<file path="src/rtl/script_token_scanner_top_macros.svh">
// Assertion macros shared by the script token scanner RTL.
`ifndef SCRIPT_TOKEN_SCANNER_TOP_MACROS_SVH
`define SCRIPT_TOKEN_SCANNER_TOP_MACROS_SVH

// The consequent must hold in the same cycle as the antecedent.
`define STS_ASSERT_SAME(label, clk, rst, ante, cons, msg) \
   label: assert property (@(posedge clk) disable iff (rst) (ante) |-> (cons)) \
      else $error(msg);

// The consequent must hold in the cycle after the antecedent.
`define STS_ASSERT_NEXT(label, clk, rst, ante, cons, msg) \
   label: assert property (@(posedge clk) disable iff (rst) (ante) |=> (cons)) \
      else $error(msg);

`endif

</file>
<file path="src/rtl/sts_pkg.sv">
// Shared types and constants of the script token scanner.
`timescale 1ns / 1ps
`default_nettype none

package sts_pkg;

   localparam int STS_POSITION_BITS = 16;
   localparam int QUEUE_DEPTH = 4;
   localparam int GROUP_SIZE = 3;

   typedef enum logic [1:0] {
      KIND_IDENT,
      KIND_STRING,
      KIND_NUMBER,
      KIND_OTHER
   } kind_type;

   typedef enum logic [3:0] {
      MODE_IDLE,
      MODE_IDENT,
      MODE_STR_D,
      MODE_STR_S,
      MODE_ZERO,
      MODE_HEX,
      MODE_INT,
      MODE_DOT,
      MODE_FRAC,
      MODE_EXP_START,
      MODE_EXP,
      MODE_SUFFIX,
      MODE_SLASH,
      MODE_LINE,
      MODE_BLOCK,
      MODE_BLOCK_STAR
   } mode_type;

   typedef struct packed {
      kind_type    kind;
      logic [15:0] start;
      logic [15:0] length;
      logic        follows;
   } token_type;

   typedef struct packed {
      logic [1:0]                  count;
      token_type [GROUP_SIZE-1:0]  tok;
   } group_type;

   typedef struct packed {
      logic full;
      logic empty;
   } queue_status_type;

endpackage

`default_nettype wire

</file>
<file path="src/rtl/sts_front.sv">
// Front end: accepts text bytes, runs the lexer state and builds token groups.
`timescale 1ns / 1ps
`default_nettype none

module sts_front import sts_pkg::*; #(
   parameter int POSITION_BITS = STS_POSITION_BITS
) (
   input  wire logic             clock,
   input  wire logic             reset,
   input  wire logic             req_valid,
   output logic                  req_ready,
   input  wire logic [7:0]       req_char_code,
   input  wire logic             req_end_of_text,
   input  wire queue_status_type q_status,
   output logic                  push_valid,
   output group_type             push_group
);

   localparam int PB = POSITION_BITS;

   typedef struct packed {
      kind_type        kind;
      logic [PB-1:0]   start;
      logic [PB-1:0]   length;
      logic            req;
      logic            trans;
   } emit_type;

   function automatic logic is_digit(logic [7:0] b);
      return b inside {["0":"9"]};
   endfunction

   function automatic logic is_alpha(logic [7:0] b);
      return b inside {["a":"z"], ["A":"Z"], "_"};
   endfunction

   function automatic logic is_hex(logic [7:0] b);
      return b inside {["0":"9"], ["a":"f"], ["A":"F"]};
   endfunction

   function automatic logic is_suffix(logic [7:0] b);
      return b inside {"u", "i", "p", "l"};
   endfunction

   function automatic logic [7:0] req_char(logic [2:0] i);
      logic [7:0] c;
      case (i)
         3'd0: c = "r";
         3'd1: c = "e";
         3'd2: c = "q";
         3'd3: c = "u";
         3'd4: c = "i";
         3'd5: c = "r";
         3'd6: c = "e";
         default: c = 8'h00;
      endcase
      return c;
   endfunction

   function automatic logic [PB-1:0] sat_inc(logic [PB-1:0] p);
      return (&p) ? p : p + PB'(1);
   endfunction

   function automatic logic [15:0] clamp16(logic [PB-1:0] v);
      logic [31:0] w;
      w = 32'(v);
      return (w > 32'd65535) ? 16'hFFFF : w[15:0];
   endfunction

   function automatic emit_type mk_emit(kind_type k, logic [PB-1:0] s, logic [PB-1:0] l,
                                        logic r, logic t);
      emit_type e;
      e.kind = k;
      e.start = s;
      e.length = l;
      e.req = r;
      e.trans = t;
      return e;
   endfunction

   mode_type      mode_ff, mode_in;
   logic [PB-1:0] pos_ff, pos_in;
   logic [PB-1:0] begin_ff, begin_in;
   logic [PB-1:0] dot_ff, dot_in;
   logic [7:0]    prev_ff, prev_in;
   logic [7:0]    prev2_ff, prev2_in;
   logic [2:0]    prog_ff, prog_in;
   logic          cand_ff, cand_in;
   logic          ar_ff, ar_in;

   logic          accept;
   emit_type      em [GROUP_SIZE];
   logic [1:0]    n_emit;
   logic          do_start;
   logic          req_hit;
   logic          escaped;
   logic [7:0]    quote;
   logic [7:0]    b;

   assign req_ready = !q_status.full;
   assign accept = req_valid && req_ready;
   assign b = req_char_code;

   always_comb begin
      mode_in = mode_ff;
      pos_in = pos_ff;
      begin_in = begin_ff;
      dot_in = dot_ff;
      prev_in = prev_ff;
      prev2_in = prev2_ff;
      prog_in = prog_ff;
      cand_in = cand_ff;
      for (int i = 0; i < GROUP_SIZE; i++) begin
         em[i] = '0;
      end
      n_emit = 2'd0;
      do_start = 1'b0;
      req_hit = cand_ff && (prog_ff == 3'd7);
      escaped = (prev_ff == "\\") && (prev2_ff != "\\");
      quote = (mode_ff == MODE_STR_D) ? 8'("\"") : 8'("'");

      if (req_end_of_text) begin
         case (mode_ff)
            MODE_IDENT: begin
               em[n_emit] = mk_emit(KIND_IDENT, begin_ff, pos_ff - begin_ff, req_hit, 1'b0);
               n_emit = n_emit + 2'd1;
            end
            MODE_ZERO, MODE_HEX, MODE_INT, MODE_FRAC, MODE_EXP_START, MODE_EXP,
            MODE_SUFFIX: begin
               em[n_emit] = mk_emit(KIND_NUMBER, begin_ff, pos_ff - begin_ff, 1'b0, 1'b0);
               n_emit = n_emit + 2'd1;
            end
            MODE_DOT: begin
               em[n_emit] = mk_emit(KIND_NUMBER, begin_ff, dot_ff - begin_ff, 1'b0, 1'b0);
               n_emit = n_emit + 2'd1;
               em[n_emit] = mk_emit(KIND_OTHER, dot_ff, PB'(1), 1'b0, 1'b0);
               n_emit = n_emit + 2'd1;
            end
            MODE_SLASH: begin
               em[n_emit] = mk_emit(KIND_OTHER, begin_ff, PB'(1), 1'b0, 1'b0);
               n_emit = n_emit + 2'd1;
            end
            default: begin
            end
         endcase
         mode_in = MODE_IDLE;
         pos_in = '0;
         begin_in = '0;
         dot_in = '0;
         prev_in = '0;
         prev2_in = '0;
         prog_in = '0;
         cand_in = 1'b1;
      end else begin
         case (mode_ff)
            MODE_IDENT: begin
               if (is_alpha(b) || is_digit(b)) begin
                  if (prog_ff < 3'd7 && cand_ff && b == req_char(prog_ff)) begin
                     prog_in = prog_ff + 3'd1;
                  end else begin
                     cand_in = 1'b0;
                  end
               end else begin
                  em[n_emit] = mk_emit(KIND_IDENT, begin_ff, pos_ff - begin_ff, req_hit, 1'b0);
                  n_emit = n_emit + 2'd1;
                  do_start = 1'b1;
               end
            end
            MODE_STR_D, MODE_STR_S: begin
               if (b == quote && !escaped) begin
                  em[n_emit] = mk_emit(KIND_STRING, begin_ff, pos_ff - begin_ff, 1'b0, 1'b0);
                  n_emit = n_emit + 2'd1;
                  mode_in = MODE_IDLE;
               end
            end
            MODE_ZERO, MODE_INT: begin
               if (mode_ff == MODE_ZERO && (b == "x" || b == "X")) begin
                  mode_in = MODE_HEX;
               end else if (is_digit(b)) begin
                  mode_in = MODE_INT;
               end else if (b == ".") begin
                  mode_in = MODE_DOT;
                  dot_in = pos_ff;
               end else if (b == "e" || b == "E") begin
                  mode_in = MODE_EXP_START;
               end else if (is_suffix(b)) begin
                  mode_in = MODE_SUFFIX;
               end else begin
                  em[n_emit] = mk_emit(KIND_NUMBER, begin_ff, pos_ff - begin_ff, 1'b0, 1'b0);
                  n_emit = n_emit + 2'd1;
                  do_start = 1'b1;
               end
            end
            MODE_DOT: begin
               if (is_digit(b)) begin
                  mode_in = MODE_FRAC;
               end else begin
                  em[n_emit] = mk_emit(KIND_NUMBER, begin_ff, dot_ff - begin_ff, 1'b0, 1'b0);
                  n_emit = n_emit + 2'd1;
                  em[n_emit] = mk_emit(KIND_OTHER, dot_ff, PB'(1), 1'b0, 1'b0);
                  n_emit = n_emit + 2'd1;
                  do_start = 1'b1;
               end
            end
            MODE_FRAC, MODE_EXP_START, MODE_EXP, MODE_SUFFIX: begin
               if (mode_ff == MODE_FRAC && is_digit(b)) begin
                  mode_in = MODE_FRAC;
               end else if (mode_ff == MODE_FRAC && (b == "e" || b == "E")) begin
                  mode_in = MODE_EXP_START;
               end else if (mode_ff == MODE_EXP_START && (b == "+" || b == "-" || is_digit(b)))
               begin
                  mode_in = MODE_EXP;
               end else if (mode_ff == MODE_EXP && is_digit(b)) begin
                  mode_in = MODE_EXP;
               end else if (is_suffix(b)) begin
                  mode_in = MODE_SUFFIX;
               end else begin
                  em[n_emit] = mk_emit(KIND_NUMBER, begin_ff, pos_ff - begin_ff, 1'b0, 1'b0);
                  n_emit = n_emit + 2'd1;
                  do_start = 1'b1;
               end
            end
            MODE_HEX: begin
               if (!is_hex(b)) begin
                  em[n_emit] = mk_emit(KIND_NUMBER, begin_ff, pos_ff - begin_ff, 1'b0, 1'b0);
                  n_emit = n_emit + 2'd1;
                  do_start = 1'b1;
               end
            end
            MODE_SLASH: begin
               if (b == "/") begin
                  mode_in = MODE_LINE;
               end else if (b == "*") begin
                  mode_in = MODE_BLOCK;
               end else begin
                  em[n_emit] = mk_emit(KIND_OTHER, begin_ff, PB'(1), 1'b0, 1'b0);
                  n_emit = n_emit + 2'd1;
                  do_start = 1'b1;
               end
            end
            MODE_LINE: begin
               if (b == 8'h0A) begin
                  do_start = 1'b1;
               end
            end
            MODE_BLOCK: begin
               if (b == "*") begin
                  mode_in = MODE_BLOCK_STAR;
               end
            end
            MODE_BLOCK_STAR: begin
               if (b == "/") begin
                  mode_in = MODE_IDLE;
               end else if (b != "*") begin
                  mode_in = MODE_BLOCK;
               end
            end
            default: begin
               do_start = 1'b1;
            end
         endcase

         if (do_start) begin
            mode_in = MODE_IDLE;
            if (is_alpha(b)) begin
               mode_in = MODE_IDENT;
               begin_in = pos_ff;
               prog_in = 3'd1;
               cand_in = (b == "r");
            end else if (b == "\"" || b == "'") begin
               mode_in = (b == "\"") ? MODE_STR_D : MODE_STR_S;
               begin_in = sat_inc(pos_ff);
            end else if (is_digit(b)) begin
               mode_in = (b == "0") ? MODE_ZERO : MODE_INT;
               begin_in = pos_ff;
            end else if (b == "/") begin
               mode_in = MODE_SLASH;
               begin_in = pos_ff;
            end else begin
               em[n_emit] = mk_emit(KIND_OTHER, pos_ff, PB'(1), 1'b0, (b == "(" || b == " "));
               n_emit = n_emit + 2'd1;
            end
         end

         prev2_in = prev_ff;
         prev_in = b;
         pos_in = sat_inc(pos_ff);
      end
   end

   always_comb begin
      logic ar;
      ar = ar_ff;
      push_group = '0;
      push_group.count = n_emit;
      for (int i = 0; i < GROUP_SIZE; i++) begin
         if (2'(i) < n_emit) begin
            push_group.tok[i].kind = em[i].kind;
            push_group.tok[i].start = clamp16(em[i].start);
            push_group.tok[i].length = clamp16(em[i].length);
            push_group.tok[i].follows = (em[i].kind == KIND_STRING) ? ar : 1'b0;
            if (em[i].kind != KIND_STRING && !em[i].trans) begin
               ar = em[i].req;
            end
         end
      end
      ar_in = req_end_of_text ? 1'b0 : ar;
      push_valid = accept && (n_emit != 2'd0);
   end

   always_ff @(posedge clock) begin
      if (reset) begin
         mode_ff <= MODE_IDLE;
         pos_ff <= '0;
         begin_ff <= '0;
         dot_ff <= '0;
         prev_ff <= '0;
         prev2_ff <= '0;
         prog_ff <= '0;
         cand_ff <= 1'b1;
         ar_ff <= 1'b0;
      end else if (accept) begin
         mode_ff <= mode_in;
         pos_ff <= pos_in;
         begin_ff <= begin_in;
         dot_ff <= dot_in;
         prev_ff <= prev_in;
         prev2_ff <= prev2_in;
         prog_ff <= prog_in;
         cand_ff <= cand_in;
         ar_ff <= ar_in;
      end
   end

endmodule

`default_nettype wire

</file>
<file path="src/rtl/sts_queue.sv">
// Token group queue between the lexer front end and the output back end.
`timescale 1ns / 1ps
`default_nettype none

module sts_queue import sts_pkg::*; (
   input  wire logic      clock,
   input  wire logic      reset,
   input  wire logic      push_valid,
   input  wire group_type push_group,
   input  wire logic      pop,
   output queue_status_type q_status,
   output group_type      head
);

   localparam int PTR_BITS = $clog2(QUEUE_DEPTH);

   group_type             entries_ff [QUEUE_DEPTH];
   logic [PTR_BITS-1:0]   wr_ptr_ff, wr_ptr_in;
   logic [PTR_BITS-1:0]   rd_ptr_ff, rd_ptr_in;
   logic [PTR_BITS:0]     count_ff, count_in;

   always_comb begin
      wr_ptr_in = push_valid ? wr_ptr_ff + PTR_BITS'(1) : wr_ptr_ff;
      rd_ptr_in = pop ? rd_ptr_ff + PTR_BITS'(1) : rd_ptr_ff;
      count_in = count_ff + (PTR_BITS + 1)'(push_valid) - (PTR_BITS + 1)'(pop);
      q_status.full = (count_ff == (PTR_BITS + 1)'(QUEUE_DEPTH));
      q_status.empty = (count_ff == '0);
   end

   assign head = entries_ff[rd_ptr_ff];

   always_ff @(posedge clock) begin
      if (push_valid) begin
         entries_ff[wr_ptr_ff] <= push_group;
      end
   end

   always_ff @(posedge clock) begin
      if (reset) begin
         wr_ptr_ff <= '0;
         rd_ptr_ff <= '0;
         count_ff <= '0;
      end else begin
         wr_ptr_ff <= wr_ptr_in;
         rd_ptr_ff <= rd_ptr_in;
         count_ff <= count_in;
      end
   end

endmodule

`default_nettype wire

</file>
<file path="src/rtl/sts_back.sv">
// Back end: walks the head token group and drives the registered result port.
`timescale 1ns / 1ps
`default_nettype none

module sts_back import sts_pkg::*; (
   input  wire logic             clock,
   input  wire logic             reset,
   input  wire queue_status_type q_status,
   input  wire group_type        head,
   output logic                  pop,
   output logic                  rsp_valid,
   input  wire logic             rsp_ready,
   output logic [1:0]            rsp_token_kind,
   output logic [15:0]           rsp_token_start,
   output logic [15:0]           rsp_token_length,
   output logic                  rsp_follows_require,
   output logic                  rsp_last
);

   logic       valid_ff, valid_in;
   logic [1:0] sub_ff, sub_in;
   token_type  tok_ff;
   logic       last_ff;
   logic       load;
   logic       is_last;

   always_comb begin
      load = !q_status.empty && (!valid_ff || rsp_ready);
      is_last = (sub_ff == head.count - 2'd1);
      pop = load && is_last;
      if (load) begin
         valid_in = 1'b1;
         sub_in = is_last ? 2'd0 : sub_ff + 2'd1;
      end else begin
         valid_in = valid_ff && !rsp_ready;
         sub_in = sub_ff;
      end
   end

   always_ff @(posedge clock) begin
      if (load) begin
         tok_ff <= head.tok[sub_ff];
         last_ff <= is_last;
      end
   end

   always_ff @(posedge clock) begin
      if (reset) begin
         valid_ff <= 1'b0;
         sub_ff <= 2'd0;
      end else begin
         valid_ff <= valid_in;
         sub_ff <= sub_in;
      end
   end

   assign rsp_valid = valid_ff;
   assign rsp_token_kind = tok_ff.kind;
   assign rsp_token_start = tok_ff.start;
   assign rsp_token_length = tok_ff.length;
   assign rsp_follows_require = tok_ff.follows;
   assign rsp_last = last_ff;

endmodule

`default_nettype wire

</file>
<file path="src/rtl/script_token_scanner_top.sv">
// Top level of the script token scanner: lexer front end, group queue, output back end.
//
//   channel  direction  handshake              payload
//   req      in         req_valid / req_ready  req_char_code, req_end_of_text
//   rsp      out        rsp_valid / rsp_ready  rsp_token_kind, start, length, follows, last
//
// One byte word is taken in every cycle while the four-entry group queue has room.
// Token words leave the output register one per cycle while rsp_ready is high, so a byte
// that closes three tokens holds the result port for three token words.
// A token reaches the result port from its byte through the queue write, then the output register load.
// Reset is synchronous and empties the queue and the output register.
// A stalled result port fills the queue, which then drops req_ready.
`timescale 1ns / 1ps
`default_nettype none

`include "script_token_scanner_top_macros.svh"

module script_token_scanner_top import sts_pkg::*; #(
   parameter int POSITION_BITS = STS_POSITION_BITS
) (
   input  wire logic        clock,
   input  wire logic        reset,
   input  wire logic        req_valid,
   output logic             req_ready,
   input  wire logic [7:0]  req_char_code,
   input  wire logic        req_end_of_text,
   output logic             rsp_valid,
   input  wire logic        rsp_ready,
   output logic [1:0]       rsp_token_kind,
   output logic [15:0]      rsp_token_start,
   output logic [15:0]      rsp_token_length,
   output logic             rsp_follows_require,
   output logic             rsp_last
);

   queue_status_type q_status;
   logic             push_valid;
   group_type        push_group;
   group_type        head;
   logic             pop;

   sts_front #(
      .POSITION_BITS(POSITION_BITS)
   ) u_front (
      .clock           (clock),
      .reset           (reset),
      .req_valid       (req_valid),
      .req_ready       (req_ready),
      .req_char_code   (req_char_code),
      .req_end_of_text (req_end_of_text),
      .q_status        (q_status),
      .push_valid      (push_valid),
      .push_group      (push_group)
   );

   sts_queue u_queue (
      .clock      (clock),
      .reset      (reset),
      .push_valid (push_valid),
      .push_group (push_group),
      .pop        (pop),
      .q_status   (q_status),
      .head       (head)
   );

   sts_back u_back (
      .clock               (clock),
      .reset               (reset),
      .q_status            (q_status),
      .head                (head),
      .pop                 (pop),
      .rsp_valid           (rsp_valid),
      .rsp_ready           (rsp_ready),
      .rsp_token_kind      (rsp_token_kind),
      .rsp_token_start     (rsp_token_start),
      .rsp_token_length    (rsp_token_length),
      .rsp_follows_require (rsp_follows_require),
      .rsp_last            (rsp_last)
   );

   `STS_ASSERT_NEXT(a_queue_feeds_output, clock, reset, !q_status.empty, rsp_valid, "Queued tokens did not reach the result port.")
   `STS_ASSERT_NEXT(a_group_unbroken, clock, reset, rsp_valid && rsp_ready && !rsp_last, rsp_valid, "A token group was split by an idle cycle.")
   `STS_ASSERT_SAME(a_follows_only_string, clock, reset, rsp_valid && (rsp_token_kind != KIND_STRING), !rsp_follows_require, "Require flag set on a token that is not a string.")

endmodule

`default_nettype wire
</file>
<file path="config.mk">
export PLATFORM = sky130hd
export DESIGN_NAME = script_token_scanner_top
export DESIGN_NICKNAME = d
export VERILOG_FILES = /design/src/rtl/sts_pkg.sv /design/src/rtl/sts_front.sv /design/src/rtl/sts_queue.sv /design/src/rtl/sts_back.sv /design/src/rtl/script_token_scanner_top.sv
export VERILOG_INCLUDE_DIRS = /design/src /design/src/rtl
export SDC_FILE = /design/constraint.sdc
export NUM_CORES = 1
export LEC_CHECK = 0
export BUFFER_PORTS_ARGS = -buffer_cell sky130_fd_sc_hd__buf_2
export CAP_MARGIN = 40
export CORE_MARGIN = 2
export CORE_UTILIZATION = 25
export CTS_CLUSTER_DIAMETER = 60
export CTS_CLUSTER_SIZE = 30
export DETAILED_ROUTE_END_ITERATION = 6
export SLEW_MARGIN = 20
export SYNTH_ARGS = -nofsm -noshare
export SYNTH_HDL_FRONTEND = slang
export SYNTH_HIERARCHICAL = 1
export SYNTH_SLANG_ARGS = --single-unit
</file>
<file path="constraint.sdc">
create_clock -name clock -period 16.2 [get_ports clock]
set_input_delay 3.24 -clock clock [delete_from_list [all_inputs] [get_ports clock]]
set_output_delay 3.24 -clock clock [all_outputs]
set_load 0.02 [all_outputs]
</file>
**Yosys cells after proc, flatten, opt, wreduce, memory -nomap -nowiden**

Memory sizes are Yosys's and may differ from the RTL's. A register that Yosys moved wholly into a read port is not among the register bits.
Cells that the tools add are included.
Widths: inputs -> output; s select.

- Input bits: 13
- Bits in writable memories: 428
- Memories kept: 1
- Register bits: 119

- Add/subtract/negate cells: 11
- Eq/ne operators: 63
- Mux-type cells: 150
- Bitwise operators: 1
- $lt $le $gt $ge: 15
- Reduce and logical (&&, ||, !) cells: 63

Memory list:

| memory | words | width | read ports | clocked after Yosys merged registers in | write ports | RTL line | text |
|---|---|---|---|---|---|---|---|
| u_queue.entries_ff | 4 | 107 | 1 | 1 | 1 | sts_queue.sv:17 | `group_type entries_ff [QUEUE_DEPTH];` |

Operators by type and width:

| kind | number |
|---|---|
| $mux 36 | 18 |
| $mux 108 | 5 |
| $pmux 36 s7 | 1 |
| $mux 16 | 13 |
| $mux 35 | 5 |
| $mux 72 | 2 |
| $pmux 36 s4 | 1 |
| $bwmux 108 | 1 |
| $eq 8x7->1 const B | 11 |
| $mux 4 | 22 |
| $eq 8x6->1 const B | 10 |
| $demux 36 s2 | 1 |
| $bmux 35 s2 | 1 |
| $mux 2 | 21 |
| $mux 1 | 41 |
| $mux 8 | 5 |
| $pmux 7 s5 | 1 |
| $mux 34 | 1 |
| $eq 4x4->1 const B | 8 |
| $le 8x7->1 const B | 4 |
| $sub 16x16->16 | 2 |
| $pmux 4 s7 | 1 |
| $logic_and 1x1->1 | 24 |
| $mux 3 | 7 |
| 51 further kinds | 97 |

**Longest topological paths before layout**

- Word-level depth: 30
- Gate-level depth with buffers: 18

**Cells and area by module**

The synthesis kept the hierarchy.

By module, submodules not included:

| module | area an instance (um^2) | seq. area each (um^2) | cells an instance | times used |
|---|---|---|---|---|
| sts_queue | 15847.7 | 13032.5 | 601 | 1 |
| sts_front | 7448.4 | 1461.4 | 1056 | 1 |
| sts_back | 1990.7 | 1141.1 | 177 | 1 |

**Worst setup path after synthesis**

OpenSTA, ideal clock, no wires.

- Path type: input to register
- Start point: input port req_char_code[7]
- End point: memory u_queue/entries_ff[0][0] (netlist bit) (enable)
- Arrival time: 8438 ps
- Stages on the path: 14
- Path slack: 7284 ps
- Setup time: 478 ps
- Cell sequence: clkbuf_2 > and4bb_2 > and2_1 > buf_2 > or4b_1 > and4_1 > nand2_1 > inv_1 > ha_1 > nand2_1 > o221ai_1 > a21oi_2 > nor2_1 > and2_1

- Longest elaborated chain between the ends: 20
- Elaborated cells between the ends (all ways): 91

Ends and longest elaborated chain:

| item | RTL line | text |
|---|---|---|
| from (decl) | script_token_scanner_top.sv:25 | `input wire logic [7:0] req_char_code,` |
| $ge 8x6->1 (tied with other cells) | sts_front.sv:30, sts_front.sv:38 |  |
| $logic_and 1x1->1 (tied with other cells) | sts_front.sv:30, sts_front.sv:38 |  |
| $logic_and 1x1->1 (tied with other cells) | sts_front.sv:213 | `end else if (mode_ff == MODE_EXP && is_digit(b)) begin` |
| $mux 2 (tied with other cells) | sts_front.sv:213 |  |
| $mux 2, on equally long branches | sts_front.sv:210, sts_front.sv:181 |  |
| $mux 2, on equally long branches | sts_front.sv:208, sts_front.sv:179 |  |
| $mux 2, on equally long branches | sts_front.sv:206, sts_front.sv:177 |  |
| $pmux 2 s7 | sts_front.sv:155 | `case (mode_ff)` |
| [... 5 more ...] | -- |  |
| $mux 2 | sts_front.sv:265 | `if (is_alpha(b)) begin` |
| $mux 2 * | sts_front.sv:263 | `if (do_start) begin` |
| $mux 2 * | sts_front.sv:122 | `if (req_end_of_text) begin` |
| $reduce_bool 2->1 * | sts_front.sv:308 | `push_valid = accept && (n_emit != 2'd0);` |
| $logic_and 1x1->1 * | sts_front.sv:308 |  |
| named net push_valid | script_token_scanner_top.sv:37 | `logic push_valid;` |
| $mux 1 * | sts_queue.sv:33 | `if (push_valid) begin` |
| $mux 1 (implied by the code) * | sts_queue.sv:34 | `entries_ff[wr_ptr_ff] <= push_group;` |
| to (decl) | sts_queue.sv:17 |  |

The timed path passes the listed nets; every way through them passes the cells marked *. The select of a mux whose other input is x is not followed.

**Final worst setup path**

- Start point: input port req_char_code[2]
- End point: memory u_queue/entries_ff[1][35] (netlist bit) (enable)

Same word-level chain as after synthesis.

==> results.md <==
| Quantity | This run |
| --- | --- |
| Post CTS Setup Buffer Count | 0 |
| CP Max Fanout | 43 |
| Min-Delay Path Class | flip-flop to flip-flop |
| Register bit total from synthesis | 549 |
| DIE AREA | 0.104 mm2 |
| Worst slew margin relative to its limit | 39.7% |
| DRT antenna net count | 0 |
| Clock slew at reported path FFs | 70 ps |
| HPWL after detailed placement | 41200 um |
| Global-route wire length before repair | 94000 um |
| Mean area per synthesized cell | 13.8 um2 |
| Vias in the first global route | 15100 |
| Final setup violation count | 0 |
| Vias after detailed routing | 15300 |
| Initial standard-cell utilization of the core | 25.2% |
| Prevailing post-synth register cell | edfxtp_1 |
| Period minus WS final | 7810 ps |
| Number of warning messages in the yosys log | 6 |
| IR Drop Worst-Case VDD | 0.0000716 V |
| Overall power of the completed layout | 3620 uW |
| # rows | 116 |
| Number of detailed-route iterations in the first pass | 5 |
| Setup slack on the worst flop-to-flop path | 10630 ps |
| CP arrival | 8110 ps |
| Setup Total Neg Slack | 0 ps |
| Total detailed-routing wirelength | 62000 um |
| Area of the core | 0.100 mm2 |
| Routed wire per std cell | 19.5 um |
| Critical path launch point type | input port |
| Cts bufs inserted | 40 |
| Maximum operating frequency | 128 MHz |
| TritonCTS Sinks | 549 |
| Io pins | 51 |
| Part of the cycle the worst path needs | 48.2% |
| EDFF count, synth | 464 |
| Fraction of final layout cells with drive strength greater than 1 | 16.1% |
| Overflow left after global routing | 0 |
| Top cell type's share of synthesized area | 55.1% |
| WP data required | 16500 ps |
| Final hold vios | 0 |
| Number of unique standard cell types used by synthesis | 88 |
| Final Slew Violations | 0 |
| Placement-stage worst setup slack | 7730 ps |
| Seq/Total Area, Yosys | 61.8% |
| DRC violations left | 0 |
| Skew-Pair Late Insertion Delay | 620 ps |
| WHS | 496 ps |
| Cells taking the most area after synthesis | edfxtp_1, mux4_2, dfxtp_1, nor2_1, ha_1 |
| RSZ-0062 raised after global routing | no |
| Critical Path Sink | u_queue/entries_ff[1][35] |
| Antenna violations before repair | 1 |
| Reg2Reg Depth | 14 |
| Die Y | 322 um |
| Via/cell ratio | 4.83 |
| CTS HTree Levels | 2 |
| Largest clock skew in the final design | 51.5 ps |
| Total power per unit cell area | 127 mW/mm2 |
| Hold-fix buffers, CTS | 0 |
| Initial drt markers | 1375 |
| Share of synthesized flip-flops with an asynchronous set or reset | 0% |
| Transition time at the pin with the least slew margin | 897 ps |
| Maximum number of pins on one net before global-route repair | 48 |
| # nets final | 1906 |
| Maximum clock insertion buffer count | 3 |
| Die boundary width | 322 um |
| Leakage | 0.00905 uW |
| Crit path kind | input port to flip-flop |
| Worst setup margin | 8390 ps |
| Synth area leader | edfxtp_1 |
| I/O Buffers | 50 |
| Endpoint type of the worst setup path | flip-flop |
| Area added between synthesis and finish | 12.4% |
| Clock root buffer master | clkbuf_16 |
| Synth top cells by count | edfxtp_1, nor2_1, nand2_1 |
| Cell area after synthesis | 0.0253 mm2 |
| Cell count after placement | 3098 |
| R2R Path End | u_queue/entries_ff[1][35] |
| Number of filler cells placed in the layout | 10000 |
| Routability congestion estimate from global placement | 0.868 |
| Count of cells resized by post-cts repair | 0 |
| Maxcap violations | 0 |
| Run status | complete, no violations |
| Origin of the worst setup path | req_char_code[2] |
| Library cell with the highest instance count after synthesis | edfxtp_1 |
| Number of non-filler instances in the completed layout | 3175 |
| Count of mapped cells out of synthesis | 1834 |
| Hold path start | u_front/prev2_ff[6] |
| Gr usage total | 11.8% |
| Launching point of the worst reg2reg path | u_front/mode_ff[0] |
| CTS tree | yes |
-- cell type report --
class / count / area (um2) / share of cell area (%)
diodes: 1 / 2.50 / 0.00880
clock buffers: 43 / 1010 / 3.56
clock inverters: 31 / 523 / 1.84
inverters: 49 / 184 / 0.647
multi-input cells: 1114 / 8720 / 30.7
flip-flops and latches: 549 / 15600 / 55.0
well taps: 1298 / 1620 / 5.71
repair buffers: 90 / 717 / 2.52
-- registers in the layout (all words and copies together), names as in the netlist, named ones only --
name / cells
u_front/mode_ff: 4
u_front/prev2_ff: 8
u_back/rsp_token_start: 16
u_front/begin_ff: 16
u_front/ar_ff: 1
u_back/rsp_last: 1
u_front/prev_ff: 8
u_front/prog_ff: 3
u_queue/rd_ptr_ff: 2
u_front/pos_ff: 16
u_back/rsp_follows_require: 1
u_queue/wr_ptr_ff: 2
u_back/rsp_token_kind: 2
u_back/sub_ff: 2
u_queue/entries_ff: 428
u_back/rsp_valid: 1
u_back/rsp_token_length: 16
u_front/cand_ff: 1
u_queue/count_ff: 3
u_front/dot_ff: 16
-- power by group --
part           internal [uW]  switching, uW  total (uW)  leakage [uW]
Combinational            306            443         749       0.00341
Clock                    532            589        1120      0.000734
Sequential              1690           60.2        1750       0.00491
Total                   2530           1090        3620       0.00905
-- layout by cell type (no fill, tap or decap), types with 7 or more instances in the layout --
cell,instances
mux2i_1,42
nor3_1,44
buf_2,54
nand3_1,24
a211oi_1,7
mux4_2,107
ha_1,46
a22oi_1,76
edfxtp_1,464
o211ai_1,11
clkinv_8,7
conb_1,32
xor2_1,15
and3_1,28
dfxtp_1,82
a21oi_1,85
o21ai_0,72
and2_1,22
nor2_1,180
nor2b_1,16
inv_1,48
nand2_1,111
a21o_1,10
nand4_1,10
clkbuf_16,40
xnor2_1,30
buf_4,21
or3_1,8
a31oi_1,11
-- worst max-delay path: stages --
cell and delay (ps):
buf_2 290, o21ai_0 220, and2_1 370, or4b_1 640
and4_1 270, nand2_1 120, inv_1 70, ha_1 270
nand2_1 60, o221ai_1 320, a21oi_2 100, nor2_1 450
and2_4 690, buf_4 640, buf_12 290
-- how the worst min path moves through the flow --
| stage | endpoint | depth (start not counted) |
|---|---|---|
| 6_report | u_front/prev2_ff[6] | 2 |
| 2_1_floorplan | u_front/prev2_ff[2] | 2 |
| 5_1_grt | u_front/prev2_ff[6] | 2 |
| 4_1_cts | u_front/prev2_ff[3] | 2 |
| 3_3_place_gp | u_front/prev2_ff[6] | 2 |
| 3_5_place_dp | u_front/prev2_ff[3] | 2 |
-- per-layer routing --
| layer | up-vias | share of wire [%] | track usage (%) |
|---|---|---|---|
| met5 | - | 0 | 0 |
| met4 | 0 | 3.0 | 3.88 |
| met3 | 95 | 5.4 | 1.41 |
| met2 | 462 | 47 | 19.4 |
| met1 | 7782 | 44 | 16.3 |
| li1 | 6989 | - | - |
-- cell families after synthesis --
family          share of synthesized area, %
compound gates                          9.26
xor+xnor                                1.65
fa+ha+maj                               2.51
buf+inv                                 4.23
flops                                   61.8
mux                                     11.2
other cells                           0.0148
simple gates                            9.30
-- metrics by stage --
step / utilization (%) / area (um2)
2_1_floorplan: - / 25400
5_1_grt: 28.4 / 28400
3_3_place_gp: 26.5 / 26600
3_5_place_dp: 26.8 / 26900
6_report: 28.4 / 28400
4_1_cts: 28.4 / 28400
Power figures use the tool's default switching activity.
